<file path="src/rtl/i2cm_pkg.sv">
package i2cm_pkg;

    localparam int unsigned TICK_COUNT_WIDTH = 16;
    localparam int unsigned QUEUE_DEPTH = 2;

    typedef enum logic [1:0] {
        OP_TICK  = 2'd0,
        OP_WRITE = 2'd1,
        OP_READ  = 2'd2,
        OP_NONE  = 2'd3
    } opcode_t;

    // Class of an item as the front part sorts it.
    typedef enum logic [1:0] {
        CL_TICK   = 2'd0,
        CL_WRITE  = 2'd1,
        CL_READ   = 2'd2,
        CL_IGNORE = 2'd3
    } item_class_t;

    typedef enum logic [2:0] {
        ST_IDLE    = 3'd0,
        ST_BUSY    = 3'd1,
        ST_DONE_OK = 3'd2,
        ST_NACK    = 3'd3,
        ST_REJECT  = 3'd4
    } status_t;

    typedef enum logic [4:0] {
        PH_IDLE         = 5'd0,
        PH_PENDING      = 5'd1,
        PH_ST_CLK_LOW   = 5'd2,
        PH_ST_DATA_UP   = 5'd3,
        PH_ST_CLK_UP    = 5'd4,
        PH_ST_SETTLE    = 5'd5,
        PH_ST_RAISE     = 5'd6,
        PH_ST_DATA_DOWN = 5'd7,
        PH_ST_CLK_DOWN  = 5'd8,
        PH_WB_SET       = 5'd9,
        PH_WB_HIGH      = 5'd10,
        PH_WB_LOW       = 5'd11,
        PH_NACK_LOW     = 5'd12,
        PH_RB_RELEASE   = 5'd13,
        PH_RB_HIGH      = 5'd14,
        PH_RB_LOW       = 5'd15,
        PH_SP_LOW       = 5'd16,
        PH_SP_HIGH      = 5'd17,
        PH_SP_END       = 5'd18,
        PH_AB_LOW       = 5'd19,
        PH_AB_HIGH      = 5'd20,
        PH_AB_END       = 5'd21
    } phase_t;

    typedef struct packed {
        logic [1:0] opcode;
        logic [7:0] device_address;
        logic [7:0] register_address;
        logic [7:0] write_data;
        logic       scl_sampled;
        logic       sda_sampled;
    } item_t;

    typedef struct packed {
        logic       scl_drive;
        logic       sda_drive;
        logic [2:0] status;
        logic [7:0] read_data;
    } result_t;

    // One classified item waiting between front and engine.
    typedef struct packed {
        item_class_t cls;
        logic [7:0]  device_address;
        logic [7:0]  register_address;
        logic [7:0]  write_data;
        logic        scl_sampled;
        logic        sda_sampled;
    } entry_t;

    typedef struct packed {
        logic   valid;
        entry_t entry;
    } queue_head_t;

endpackage

</file>
<file path="src/rtl/i2cm_front.sv">
module i2cm_front
(
    input  logic                 clk,
    input  logic                 rst_n,
    input  logic                 push,
    output logic                 full,
    input  i2cm_pkg::item_t      item,
    output i2cm_pkg::queue_head_t head,
    input  logic                 take
);

    i2cm_pkg::entry_t mem_reg [i2cm_pkg::QUEUE_DEPTH];
    logic       wr_ptr_reg, wr_ptr_next;
    logic       rd_ptr_reg, rd_ptr_next;
    logic [1:0] count_reg, count_next;
    logic       do_push, do_pop;
    i2cm_pkg::entry_t classified;

    // Sort the item by its opcode; the engine then only looks at the class.
    always_comb
    begin
        classified.device_address   = item.device_address;
        classified.register_address = item.register_address;
        classified.write_data       = item.write_data;
        classified.scl_sampled      = item.scl_sampled;
        classified.sda_sampled      = item.sda_sampled;
        case (item.opcode)
            i2cm_pkg::OP_TICK:  classified.cls = i2cm_pkg::CL_TICK;
            i2cm_pkg::OP_WRITE: classified.cls = i2cm_pkg::CL_WRITE;
            i2cm_pkg::OP_READ:  classified.cls = i2cm_pkg::CL_READ;
            default:            classified.cls = i2cm_pkg::CL_IGNORE;
        endcase
    end

    assign full    = (count_reg == 2'(i2cm_pkg::QUEUE_DEPTH));
    assign do_push = push && !full;
    assign do_pop  = take && (count_reg != 2'd0);

    assign head.valid = (count_reg != 2'd0);
    assign head.entry = mem_reg[rd_ptr_reg];

    always_comb
    begin
        wr_ptr_next = do_push ? ~wr_ptr_reg : wr_ptr_reg;
        rd_ptr_next = do_pop ? ~rd_ptr_reg : rd_ptr_reg;
        count_next  = count_reg + {1'b0, do_push} - {1'b0, do_pop};
    end

    always_ff @(posedge clk or negedge rst_n)
    begin
        if (!rst_n)
        begin
            wr_ptr_reg <= 1'b0;
            rd_ptr_reg <= 1'b0;
            count_reg  <= 2'd0;
        end
        else
        begin
            wr_ptr_reg <= wr_ptr_next;
            rd_ptr_reg <= rd_ptr_next;
            count_reg  <= count_next;
        end
    end

    always_ff @(posedge clk)
    begin
        if (do_push)
        begin
            mem_reg[wr_ptr_reg] <= classified;
        end
    end

endmodule

</file>
<file path="src/rtl/i2cm_engine.sv">
module i2cm_engine
(
    input  logic                  clk,
    input  logic                  rst_n,
    input  logic                  cfg_valid,
    output logic                  cfg_ready,
    input  logic [15:0]           cfg_data,
    input  i2cm_pkg::queue_head_t head,
    output logic                  take,
    output logic                  empty,
    input  logic                  pop,
    output i2cm_pkg::result_t     result
);

    localparam int unsigned CW = i2cm_pkg::TICK_COUNT_WIDTH;

    logic [15:0]       phase_ticks_reg;
    i2cm_pkg::phase_t  ph_reg, ph_next;
    logic [CW-1:0]     cnt_reg, cnt_next;
    logic [7:0]        shift_reg, shift_next;
    logic [3:0]        bc_reg, bc_next;
    logic [1:0]        byc_reg, byc_next;
    logic              is_read_reg, is_read_next;
    logic [7:0]        dev_reg, dev_next;
    logic [7:0]        regad_reg, regad_next;
    logic [7:0]        data_reg, data_next;
    logic              scl_reg, scl_next;
    logic              sda_reg, sda_next;

    i2cm_pkg::result_t res_mem_reg [i2cm_pkg::QUEUE_DEPTH];
    logic              res_wr_reg, res_rd_reg;
    logic [1:0]        res_cnt_reg;
    logic              do_pop, room;

    i2cm_pkg::result_t new_res;
    logic [CW-1:0]     load_val;
    logic [CW-1:0]     cnt_dec;
    i2cm_pkg::phase_t  tgt;
    i2cm_pkg::status_t status;
    i2cm_pkg::status_t fin;
    logic              entered;
    logic              busy;
    logic              hold;
    logic              scl_in, sda_in;

    assign cfg_ready = 1'b1;

    // Zero acts as one; a value beyond the counter saturates at its top.
    always_comb
    begin
        if (phase_ticks_reg == 16'd0)
        begin
            load_val = CW'(1);
        end
        else if (CW < 16 && (32'(phase_ticks_reg) > (32'(1) << CW) - 32'd1))
        begin
            load_val = '1;
        end
        else
        begin
            load_val = CW'(phase_ticks_reg);
        end
    end

    function automatic i2cm_pkg::phase_t start_phase(input logic scl, input logic sda);
        i2cm_pkg::phase_t p;
        if (scl)
        begin
            p = sda ? i2cm_pkg::PH_ST_SETTLE : i2cm_pkg::PH_ST_CLK_LOW;
        end
        else
        begin
            p = i2cm_pkg::PH_ST_RAISE;
        end
        return p;
    endfunction

    function automatic logic raises_clock(input i2cm_pkg::phase_t p);
        return (p == i2cm_pkg::PH_ST_CLK_UP) || (p == i2cm_pkg::PH_WB_HIGH) ||
               (p == i2cm_pkg::PH_RB_HIGH) || (p == i2cm_pkg::PH_SP_HIGH) ||
               (p == i2cm_pkg::PH_AB_HIGH);
    endfunction

    assign do_pop = pop && (res_cnt_reg != 2'd0);
    assign room   = (res_cnt_reg != 2'(i2cm_pkg::QUEUE_DEPTH)) || do_pop;
    assign take   = head.valid && room;
    assign scl_in = head.entry.scl_sampled;
    assign sda_in = head.entry.sda_sampled;
    assign busy   = (ph_reg != i2cm_pkg::PH_IDLE);
    assign hold   = raises_clock(ph_reg) && !scl_in;
    assign cnt_dec = (cnt_reg != '0) ? cnt_reg - CW'(1) : '0;

    always_comb
    begin
        ph_next      = ph_reg;
        cnt_next     = cnt_reg;
        shift_next   = shift_reg;
        bc_next      = bc_reg;
        byc_next     = byc_reg;
        is_read_next = is_read_reg;
        dev_next     = dev_reg;
        regad_next   = regad_reg;
        data_next    = data_reg;
        scl_next     = scl_reg;
        sda_next     = sda_reg;
        tgt          = ph_reg;
        entered      = 1'b0;
        fin          = i2cm_pkg::ST_IDLE;
        status       = busy ? i2cm_pkg::ST_BUSY : i2cm_pkg::ST_IDLE;

        case (head.entry.cls)
            i2cm_pkg::CL_WRITE, i2cm_pkg::CL_READ:
            begin
                if (busy)
                begin
                    status = i2cm_pkg::ST_REJECT;
                end
                else
                begin
                    dev_next     = head.entry.device_address;
                    regad_next   = head.entry.register_address;
                    data_next    = head.entry.write_data;
                    is_read_next = (head.entry.cls == i2cm_pkg::CL_READ);
                    byc_next     = 2'd0;
                    bc_next      = 4'd0;
                    shift_next   = 8'd0;
                    cnt_next     = '0;
                    ph_next      = i2cm_pkg::PH_PENDING;
                    status       = i2cm_pkg::ST_BUSY;
                end
            end
            i2cm_pkg::CL_TICK:
            begin
                if (ph_reg == i2cm_pkg::PH_PENDING)
                begin
                    tgt     = start_phase(scl_in, sda_in);
                    entered = 1'b1;
                end
                else if (busy && !hold)
                begin
                    cnt_next = cnt_dec;
                    if (cnt_dec == '0)
                    begin
                        entered = 1'b1;
                        case (ph_reg)
                            i2cm_pkg::PH_ST_CLK_LOW: tgt = i2cm_pkg::PH_ST_DATA_UP;
                            i2cm_pkg::PH_ST_DATA_UP, i2cm_pkg::PH_ST_RAISE:
                                tgt = i2cm_pkg::PH_ST_CLK_UP;
                            i2cm_pkg::PH_ST_CLK_UP, i2cm_pkg::PH_ST_SETTLE:
                                tgt = i2cm_pkg::PH_ST_DATA_DOWN;
                            i2cm_pkg::PH_ST_DATA_DOWN: tgt = i2cm_pkg::PH_ST_CLK_DOWN;
                            i2cm_pkg::PH_ST_CLK_DOWN:
                            begin
                                shift_next = dev_reg & 8'hFE;
                                case (byc_reg)
                                    2'd0: shift_next = dev_reg & 8'hFE;
                                    2'd1: shift_next = regad_reg;
                                    default: shift_next = is_read_reg ?
                                                          (dev_reg | 8'h01) : data_reg;
                                endcase
                                bc_next = 4'd0;
                                tgt     = i2cm_pkg::PH_WB_SET;
                            end
                            i2cm_pkg::PH_WB_SET: tgt = i2cm_pkg::PH_WB_HIGH;
                            i2cm_pkg::PH_WB_HIGH:
                                tgt = (bc_reg >= 4'd8 && sda_in) ?
                                      i2cm_pkg::PH_NACK_LOW : i2cm_pkg::PH_WB_LOW;
                            i2cm_pkg::PH_NACK_LOW: tgt = i2cm_pkg::PH_AB_LOW;
                            i2cm_pkg::PH_WB_LOW:
                            begin
                                if (bc_reg < 4'd8)
                                begin
                                    bc_next    = bc_reg + 4'd1;
                                    shift_next = {shift_reg[6:0], 1'b0};
                                    tgt        = i2cm_pkg::PH_WB_SET;
                                end
                                else if (byc_reg >= 2'd2)
                                begin
                                    if (is_read_reg)
                                    begin
                                        shift_next = 8'd0;
                                        bc_next    = 4'd0;
                                        tgt        = i2cm_pkg::PH_RB_RELEASE;
                                    end
                                    else
                                    begin
                                        tgt = i2cm_pkg::PH_SP_LOW;
                                    end
                                end
                                else
                                begin
                                    byc_next = byc_reg + 2'd1;
                                    if (is_read_reg && byc_reg == 2'd1)
                                    begin
                                        // Repeated start before the read address.
                                        tgt = start_phase(scl_in, sda_in);
                                    end
                                    else
                                    begin
                                        // Next comes the register or the write data byte.
                                        shift_next = regad_reg;
                                        if (byc_reg == 2'd1)
                                        begin
                                            shift_next = data_reg;
                                        end
                                        bc_next = 4'd0;
                                        tgt     = i2cm_pkg::PH_WB_SET;
                                    end
                                end
                            end
                            i2cm_pkg::PH_RB_RELEASE: tgt = i2cm_pkg::PH_RB_HIGH;
                            i2cm_pkg::PH_RB_HIGH:
                            begin
                                shift_next = {shift_reg[6:0], sda_in};
                                tgt        = i2cm_pkg::PH_RB_LOW;
                            end
                            i2cm_pkg::PH_RB_LOW:
                            begin
                                bc_next = bc_reg + 4'd1;
                                tgt = (bc_reg + 4'd1 < 4'd8) ?
                                      i2cm_pkg::PH_RB_HIGH : i2cm_pkg::PH_SP_LOW;
                            end
                            i2cm_pkg::PH_SP_LOW:  tgt = i2cm_pkg::PH_SP_HIGH;
                            i2cm_pkg::PH_SP_HIGH: tgt = i2cm_pkg::PH_SP_END;
                            i2cm_pkg::PH_SP_END:
                            begin
                                entered = 1'b0;
                                ph_next = i2cm_pkg::PH_IDLE;
                                fin     = i2cm_pkg::ST_DONE_OK;
                            end
                            i2cm_pkg::PH_AB_LOW:  tgt = i2cm_pkg::PH_AB_HIGH;
                            i2cm_pkg::PH_AB_HIGH: tgt = i2cm_pkg::PH_AB_END;
                            i2cm_pkg::PH_AB_END:
                            begin
                                entered = 1'b0;
                                ph_next = i2cm_pkg::PH_IDLE;
                                fin     = i2cm_pkg::ST_NACK;
                            end
                            default:
                            begin
                                entered = 1'b0;
                                ph_next = i2cm_pkg::PH_IDLE;
                            end
                        endcase
                    end
                end
            end
            default:
            begin
            end
        endcase

        if (entered)
        begin
            ph_next  = tgt;
            cnt_next = load_val;
            case (tgt)
                i2cm_pkg::PH_ST_CLK_LOW: scl_next = 1'b0;
                i2cm_pkg::PH_ST_DATA_UP, i2cm_pkg::PH_RB_RELEASE:
                begin
                    scl_next = 1'b0;
                    sda_next = 1'b1;
                end
                i2cm_pkg::PH_ST_RAISE, i2cm_pkg::PH_SP_END, i2cm_pkg::PH_AB_END:
                    sda_next = 1'b1;
                i2cm_pkg::PH_ST_CLK_UP:
                begin
                    scl_next = 1'b1;
                    sda_next = 1'b1;
                end
                i2cm_pkg::PH_ST_DATA_DOWN:
                begin
                    scl_next = 1'b1;
                    sda_next = 1'b0;
                end
                i2cm_pkg::PH_ST_CLK_DOWN, i2cm_pkg::PH_SP_LOW, i2cm_pkg::PH_AB_LOW:
                begin
                    scl_next = 1'b0;
                    sda_next = 1'b0;
                end
                i2cm_pkg::PH_WB_SET:
                begin
                    scl_next = 1'b0;
                    sda_next = (bc_next < 4'd8) ? shift_next[7] : 1'b1;
                end
                i2cm_pkg::PH_WB_HIGH, i2cm_pkg::PH_RB_HIGH, i2cm_pkg::PH_SP_HIGH,
                i2cm_pkg::PH_AB_HIGH:
                    scl_next = 1'b1;
                i2cm_pkg::PH_WB_LOW, i2cm_pkg::PH_NACK_LOW, i2cm_pkg::PH_RB_LOW:
                    scl_next = 1'b0;
                default:
                begin
                end
            endcase
        end

        if (head.entry.cls == i2cm_pkg::CL_TICK && busy)
        begin
            if (fin != i2cm_pkg::ST_IDLE)
            begin
                status = fin;
            end
            else
            begin
                status = (ph_next != i2cm_pkg::PH_IDLE) ? i2cm_pkg::ST_BUSY :
                                                          i2cm_pkg::ST_IDLE;
            end
        end

        new_res.scl_drive = scl_next;
        new_res.sda_drive = sda_next;
        new_res.status    = status;
        new_res.read_data = (fin == i2cm_pkg::ST_DONE_OK && is_read_reg) ? shift_next : 8'd0;
    end

    always_ff @(posedge clk or negedge rst_n)
    begin
        if (!rst_n)
        begin
            phase_ticks_reg <= 16'd1;
            ph_reg          <= i2cm_pkg::PH_IDLE;
            cnt_reg         <= '0;
            shift_reg       <= 8'd0;
            bc_reg          <= 4'd0;
            byc_reg         <= 2'd0;
            is_read_reg     <= 1'b0;
            dev_reg         <= 8'd0;
            regad_reg       <= 8'd0;
            data_reg        <= 8'd0;
            scl_reg         <= 1'b1;
            sda_reg         <= 1'b1;
            res_wr_reg      <= 1'b0;
            res_rd_reg      <= 1'b0;
            res_cnt_reg     <= 2'd0;
        end
        else
        begin
            if (cfg_valid && cfg_ready)
            begin
                phase_ticks_reg <= cfg_data;
            end
            if (take)
            begin
                ph_reg      <= ph_next;
                cnt_reg     <= cnt_next;
                shift_reg   <= shift_next;
                bc_reg      <= bc_next;
                byc_reg     <= byc_next;
                is_read_reg <= is_read_next;
                dev_reg     <= dev_next;
                regad_reg   <= regad_next;
                data_reg    <= data_next;
                scl_reg     <= scl_next;
                sda_reg     <= sda_next;
                res_wr_reg  <= ~res_wr_reg;
            end
            if (do_pop)
            begin
                res_rd_reg <= ~res_rd_reg;
            end
            res_cnt_reg <= res_cnt_reg + {1'b0, take} - {1'b0, do_pop};
        end
    end

    always_ff @(posedge clk)
    begin
        if (take)
        begin
            res_mem_reg[res_wr_reg] <= new_res;
        end
    end

    assign empty  = (res_cnt_reg == 2'd0);
    assign result = res_mem_reg[res_rd_reg];

endmodule

</file>
<file path="src/rtl/i2c_master_register_access.sv">
// I2C master for single register reads and writes, stepped by tick items.
// The input channel is a queue: an item is transferred when push is high and
// full is low. An item is a tick (carrying the sampled SCL and SDA levels), a
// register write command or a register read command. Every item yields exactly
// one result, which waits on the result ports while empty is low and is
// transferred when pop is high. A result carries the levels to drive on the
// two bus lines, a status code and, at the end of a good read, the byte read.
// The configuration channel (cfg_valid, cfg_ready, cfg_data) sets the number
// of ticks per bus phase; cfg_ready is always high, and writes belong between
// transfers while the block is idle.
// A result reaches the result ports through the input queue and then the
// result queue, both registered. One item is taken every cycle while an
// item is queued and the result queue has room: the engine updates its bus
// state machine once per taken item. Two-entry queues sit before and after
// the engine, so a stalled receiver first fills the result queue, then the
// input queue, and only then is full raised; nothing is dropped. Reset
// empties both queues, makes the engine idle and releases both lines.
module i2c_master_register_access
(
    input  logic              clk,
    input  logic              rst_n,
    input  logic              push,
    output logic              full,
    input  i2cm_pkg::item_t   item,
    output logic              empty,
    input  logic              pop,
    output i2cm_pkg::result_t result,
    input  logic              cfg_valid,
    output logic              cfg_ready,
    input  logic [15:0]       cfg_data
);

    // The front sorts items by opcode and buffers them for the engine.
    i2cm_pkg::queue_head_t head;
    logic                  take;

    i2cm_front u_front
    (
        .clk   (clk),
        .rst_n (rst_n),
        .push  (push),
        .full  (full),
        .item  (item),
        .head  (head),
        .take  (take)
    );

    // The engine runs the bus sequence and queues one result per item.
    i2cm_engine u_engine
    (
        .clk       (clk),
        .rst_n     (rst_n),
        .cfg_valid (cfg_valid),
        .cfg_ready (cfg_ready),
        .cfg_data  (cfg_data),
        .head      (head),
        .take      (take),
        .empty     (empty),
        .pop       (pop),
        .result    (result)
    );

endmodule

</file>
<file path="config.mk">
export PLATFORM = sky130hd
export DESIGN_NAME = i2c_master_register_access
export DESIGN_NICKNAME = d
export VERILOG_FILES = /design/src/rtl/i2cm_pkg.sv /design/src/rtl/i2cm_front.sv /design/src/rtl/i2cm_engine.sv /design/src/rtl/i2c_master_register_access.sv
export SDC_FILE = /design/constraint.sdc
export NUM_CORES = 1
export LEC_CHECK = 0
export BUFFER_PORTS_ARGS = -buffer_cell sky130_fd_sc_hd__buf_4
export CAP_MARGIN = 20
export CORE_ASPECT_RATIO = 0.5
export CORE_MARGIN = 2
export CORE_UTILIZATION = 43
export DETAILED_ROUTE_END_ITERATION = 12
export GPL_TIMING_DRIVEN = 0
export PLACE_DENSITY_LB_ADDON = 0.05
export SLEW_MARGIN = 25
export SYNTH_ARGS = -nofsm -noshare
export SYNTH_HDL_FRONTEND = slang
export SYNTH_SLANG_ARGS = --single-unit
</file>
<file path="constraint.sdc">
create_clock -name clk -period 8.45 [get_ports clk]
set_input_delay 1.69 -clock clk [delete_from_list [all_inputs] [get_ports clk]]
set_output_delay 1.69 -clock clk [all_outputs]
set_load 0.03 [all_outputs]
</file>
# ---- Yosys cells after proc, flatten, opt, wreduce, memory -nomap -nowiden
# Memories as Yosys holds them, arrays and structs flattened.
# Cells that the tools add are included.
dict set report totals {
  regBits 86
  latch_bits 0
  mem_bits_rw 82
  rom_bits 0
  input_bits 49
  mem_count 2
}
dict set report classes {
  add_sub_neg 7
  multipliers 0
  div_mod_pow 0
  magnitude_cmp 5
  eq_ne 58
  n_shift 0
  mux 85
  n_bitwise 5
  n_reduce_logical 43
}
# name depth width read_ports rd_ports_with_merged_regs wr line
set mem_list {}
lappend mem_list {u_front.mem_reg 2 28 1 0 1 i2cm_front.sv:12} ;# i2cm_pkg::entry_t mem_reg [i2cm_pkg::QUEUE_DEPTH];
lappend mem_list {u_engine.res_mem_reg 2 13 1 0 1 i2cm_engine.sv:30} ;# i2cm_pkg::result_t res_mem_reg [i2cm_pkg::QUEUE_DEPTH];
# operator n
set ops {}
lappend ops {{$mux W16} 6}
lappend ops {{$mux W8} 11}
lappend ops {{$eq A5 B4 Y1 const B} 16}
lappend ops {{$mux W5} 16}
lappend ops {{$pmux W5 S16} 1}
lappend ops {{$eq A5 B5 Y1 const B} 12}
lappend ops {{$eq A5 B3 Y1 const B} 7}
lappend ops {{$logic_not A16 Y1} 2}
lappend ops {{$mux W4} 8}
lappend ops {{$pmux W16 S2} 1}
lappend ops {{$pmux W8 S2} 2}
lappend ops {{$mux W3} 10}
lappend ops {{$pmux W8 S3} 1}
lappend ops {{$eq A5 B2 Y1 const B} 4}
lappend ops {{$reduce_or A18 Y1} 1}
lappend ops {{$reduce_bool A16 Y1} 1}
lappend ops {{$sub A16 B1 Y16 const B} 1}
lappend ops {{$mux W1} 14}
lappend ops {{$mux W2} 7}
lappend ops {{$lt A4 B4 Y1 const B} 3}
lappend ops {{$ne A2 B2 Y1 const B} 6}
lappend ops {{$pmux W4 S3} 1}
lappend ops {{$reduce_or A6 Y1} 2}
lappend ops {{$logic_and A1 B1 Y1} 10}
lappend ops {{other kinds (32)} 60}

# ---- Longest topological paths before layout
dict set report depth {
  word_depth 16
  depth_mapped 16
  depth_no_buf 13
}

# ---- Modules after synthesis
# A second synthesis with hierarchy kept.
dict set report unflattened {
  hier_cells 844
  hier_area_um2 9041.2
}
# module n_inst cells_each area_per_inst_um2 seq_area_each_um2
set by_module_without_submodules {}
lappend by_module_without_submodules {i2cm_engine 1 737 6762.7 2811.4}
lappend by_module_without_submodules {i2cm_front 1 107 2278.4 1781.7}

# ---- Least setup slack after synthesis
# OpenSTA, ideal clock, no wires.
dict set report synth_path {
  path_type {reg-to-reg}
  start {register u_engine.cnt_reg[0]}
  end {memory u_engine.res_mem_reg[0][11] in the netlist's numbering (data pin)}
  t_arrival_ns 3.478
  required_ns 8.175
  slack_ns 4.698
  stages_incl_launch_ff 16
  path_buffers 2
  synth_period_minus_slack_ns 3.752
  path_cell_list {dfrtp_1 inv_1 ha_1 or3b_1 clkbuf_1 nor4_1 mux2i_1 nand4_1 o22a_1 or2_1 buf_6 mux2_4 xor2_1 nor4_1 a211o_1 o311ai_1}
}
# element line
set synth_rtl {}
lappend synth_rtl {{from (decl)} i2cm_engine.sv:19} ;# logic [CW-1:0] cnt_reg, cnt_next;
lappend synth_rtl {{from (signal assigned)} i2cm_engine.sv:345} ;# cnt_reg <= cnt_next;
lappend synth_rtl {{to (decl)} i2cm_engine.sv:30}

==> metrics.md <==
| Metric | Value |
|---|---|
| First-pass GRT wire length | `35,400 um` |
| Worst hold path cell count | `1` |
| Die width | `205 um` |
| Core area | `0.0197 mm^2` |
| Largest net degree at the start of global routing | `86` |
| Ys Warns | `0` |
| Drt wl/cell | `17.8 um` |
| CP Capture Type | `register` |
| Filler Cells Inserted | `1,802` |
| Status | `complete, no violations` |
| Fmax | `211 MHz` |
| Cts repair resizes | `0` |
| Post-synth EDFFs | `80` |
| Chip Height | `105 um` |
| RSZ-0062 raised after global routing | `no` |
| Leak | `3.94 nW` |
| Hold Crit Endpoint | `u_engine.res_wr_reg$_DFFE_PN0P_` |
| Worst ir drop on vdd | `0.160 mV` |
| Max stage delay on crit path | `0.68 ns` |
| Period minus WS final | `4.75 ns` |
| Synth Flop Type | `dfrtp_1` |
| Reg area | `0.00453 mm^2` |
| Diode count | `0` |
| Final RePlAce weighted congestion | `0.899` |
| Cell row count | `36` |
| Mapped cell area | `0.00872 mm^2` |
| Ports | `65` |
| Finish-stage setup viols | `0` |
| Iteration-0 DRC Markers | `562` |
| Pwr dens | `396 mW/mm^2` |
| CP most frequent cell | `buf_1` |
| FF+latch count, synth | `165` |
| Worst R2R End | `u_engine.res_mem_reg[1][11]$_DFFE_PP_` |
| CP startpoint kind | `register` |
| Initial Utilization | `0.443` |
| Worst EP arrival | `4.95 ns` |
| Post-CTS Setup Repair Bufs | `0` |
| Placed instance count | `1,167` |
| Worst-path clk slew | `0.07 ns` |
| Reg-to-Reg Start | `u_front.rd_ptr_reg$_DFFE_PN0P_` |
| CP max FO | `10` |
| Final Non-Filler Cells | `1,199` |
| Vias in the first global route | `6,598` |
| Rel. slew slack | `0.443` |
| Register-to-Register Path Depth | `13` |
| Clock Skew | `0.00811 ns` |
| Final Max Tran Viols | `0` |
| Total congestion overflow | `0` |
| Worst Hold Class | `reg -> reg` |
| Vias per cell | `5.65` |
| Buf/Inv on CP | `5` |
| Initial antenna violation count | `0` |
| Skew-Pair Late Insertion Delay | `0.43 ns` |
| Ys async rst share | `0.515` |
| Vias | `6,779` |
| Detail Route Antenna Nets | `0` |
| Root Driver | `clkbuf_16` |
| Hold buffer count at cts | `0` |
| TritonRoute pass-1 iters | `5` |
| Clock Tree Buf Depth | `2` |
| Layout Nets | `985` |
| Data required time of the worst path | `8.65 ns` |
| CTS tree | `done` |
| Num CTS Buffers | `17` |
| Worst-margin pin slew | `0.836 ns` |
| Synth area leaders | `edfxtp_1 (28%), dfrtp_1 (24%), mux2_2 (4.3%), mux2i_1 (4.2%), o21ai_0 (4.0%)` |
| Final wirelength | `21,400 um` |
| Synth top area share | `0.276` |
| Cell count after synthesis | `841` |
| Number of port buffers | `59` |
| Drt drc | `0` |
| Area of the multi-input gates | `0.00384 mm^2` |
| H-tree levels | `4` |
| Slowest-stage cell, CP | `buf_1` |
| GR Util All Layers | `0.212` |
| Worst Path Class, Setup | `reg -> reg` |
| Max_cap viols | `0` |
| Setup_tns | `0 ns` |
| Area Overhead vs Synth | `16.1%` |
| Dominant cell type by area after synthesis | `edfxtp_1` |
| Register area share after synthesis | `0.520` |
| HPWL after detailed placement | `15,600 um` |
| Syn Area/Cell | `10.4 um^2` |
| Clk sinks | `165` |
| CP delay by family, top | `buffers and inverters` |
| Fraction of layout cells with a size suffix above 1 | `0.173` |
| Unique cell type count in the Yosys netlist | `85` |
| Largest register FFs | `54` |
| Flop-to-flop setup slack | `3.70 ns` |
| Fin crit share | `0.562` |
| Final Util | `0.514` |
| Die ar. | `0.0215 mm^2` |
| Hold Startpoint | `u_engine.res_wr_reg$_DFFE_PN0P_` |
| Critical-path cell list | `buf_1 > buf_1 > mux2i_1 > ha_1 > clkbuf_1 > inv_1 > o41ai_2 > o21a_1 > buf_4 > nor4b_2 > a21o_1 > a211o_1 > o311ai_1` |
| Final Hold Vio Count | `0` |
| Net count after synthesis | `906` |
-- synth_stat cells, types with 8 or more instances --
master	n
nor2_1	87
dfrtp_1	82
edfxtp_1	80
nand2_1	72
o21ai_0	70
a21oi_1	61
clkbuf_1	42
mux2i_1	37
mux2_2	33
inv_1	19
nor3_1	18
a22oi_1	16
ha_1	15
nor4_1	14
nor2b_1	11
nand3_1	9
nand4_1	9
xnor2_1	9
o22ai_1	8
-- cells by family after synthesis --
group | after synthesis | share of synthesized area
other | 1 | 0.000430
AO/OA/AOI/OAI | 220 | 0.159
AND/OR/NAND/NOR | 271 | 0.153
XOR/XNOR | 15 | 0.0151
flip-flops | 165 | 0.520
adder cells (fa/ha/maj) | 16 | 0.0238
buffers and inverters | 81 | 0.0403
multiplexers | 72 | 0.0881
-- where the power goes --
part / internal (mW) / switching [mW] / total, mW
combinational: 0.711 / 1.19 / 1.90
sequential: 1.15 / 0.189 / 1.34
clock: 0.424 / 0.342 / 0.766
-- final cells by class --
type | instances | area share
multi-input cells | 595 | 0.380
well taps | 266 | 0.0329
flip-flops and latches | 165 | 0.448
inverters | 20 | 0.00742
clock buffers | 19 | 0.0438
repair buffers | 60 | 0.0469
clock inverters | 13 | 0.0137
plain buffers | 61 | 0.0273
-- stage by stage --
| stage | area, um^2 | power [mW] | worst slack [ns] | hold slack, ns |
|---|---|---|---|---|
| after floorplan | 8720 | 2.69 | 4.70 | 0.455 |
| after global placement | 9490 | 3.22 | 3.81 | 0.470 |
| after detailed placement | 9530 | 3.25 | 3.79 | 0.493 |
| after CTS | 10100 | 4.04 | 3.76 | 0.507 |
| after global routing | 10100 | 4.32 | 3.36 | 0.536 |
| final | 10100 | 4.01 | 3.70 | 0.503 |
-- worst reg2reg max path, stage by stage (launching register included) --
cell	delay, ns
dfrtp_1	0.39
buf_1	0.53
buf_1	0.68
mux2i_1	0.54
ha_1	0.34
clkbuf_1	0.42
inv_1	0.26
o41ai_2	0.36
o21a_1	0.16
buf_4	0.18
nor4b_2	0.07
a21o_1	0.15
a211o_1	0.32
o311ai_1	0.12
-- worst max path at each step --
stage | startpoint | endpoint | cells after the start
6_report | u_front.rd_ptr_reg$_DFFE_PN0P_ | u_engine.res_mem_reg[1][11]$_DFFE_PP_ | 13
5_1_grt | u_front.rd_ptr_reg$_DFFE_PN0P_ | u_engine.res_mem_reg[0][11]$_DFFE_PP_ | 13
4_1_cts | u_front.rd_ptr_reg$_DFFE_PN0P_ | u_engine.res_mem_reg[0][11]$_DFFE_PP_ | 13
3_5_place_dp | u_front.rd_ptr_reg$_DFFE_PN0P_ | u_engine.res_mem_reg[1][11]$_DFFE_PP_ | 13
3_3_place_gp | u_front.rd_ptr_reg$_DFFE_PN0P_ | u_engine.res_mem_reg[0][11]$_DFFE_PP_ | 13
2_1_floorplan | u_engine.cnt_reg[0]$_DFFE_PN0P_ | u_engine.res_mem_reg[0][11]$_DFFE_PP_ | 15
-- cells in the final DEF (no fill, tap or decap), types with 10 or more instances in the layout --
cell type / synthesis / layout
buf_4: 3 / 61
clkbuf_1: 42 / 43
a22oi_1: 16 / 16
edfxtp_1: 80 / 80
nor3_1: 18 / 18
inv_1: 19 / 19
ha_1: 15 / 15
o21ai_0: 70 / 70
nand2_1: 72 / 72
nor2_1: 87 / 86
nor2b_1: 11 / 10
a21oi_1: 61 / 61
mux2_2: 33 / 33
mux2i_1: 37 / 37
dfrtp_1: 82 / 82
nor4_1: 14 / 14
clkbuf_16: 0 / 17
-- metal layers --
| layer | track usage | share of wire | vias up |
|---|---|---|---|
| li1 | - | - | 3247 |
| met1 | 0.292 | 0.46 | 3309 |
| met2 | 0.333 | 0.47 | 191 |
| met3 | 0.0437 | 0.048 | 32 |
| met4 | 0.0719 | 0.020 | 0 |
| met5 | 0 | 0 | - |
No activity file was read; power rests on OpenSTA's default activity.
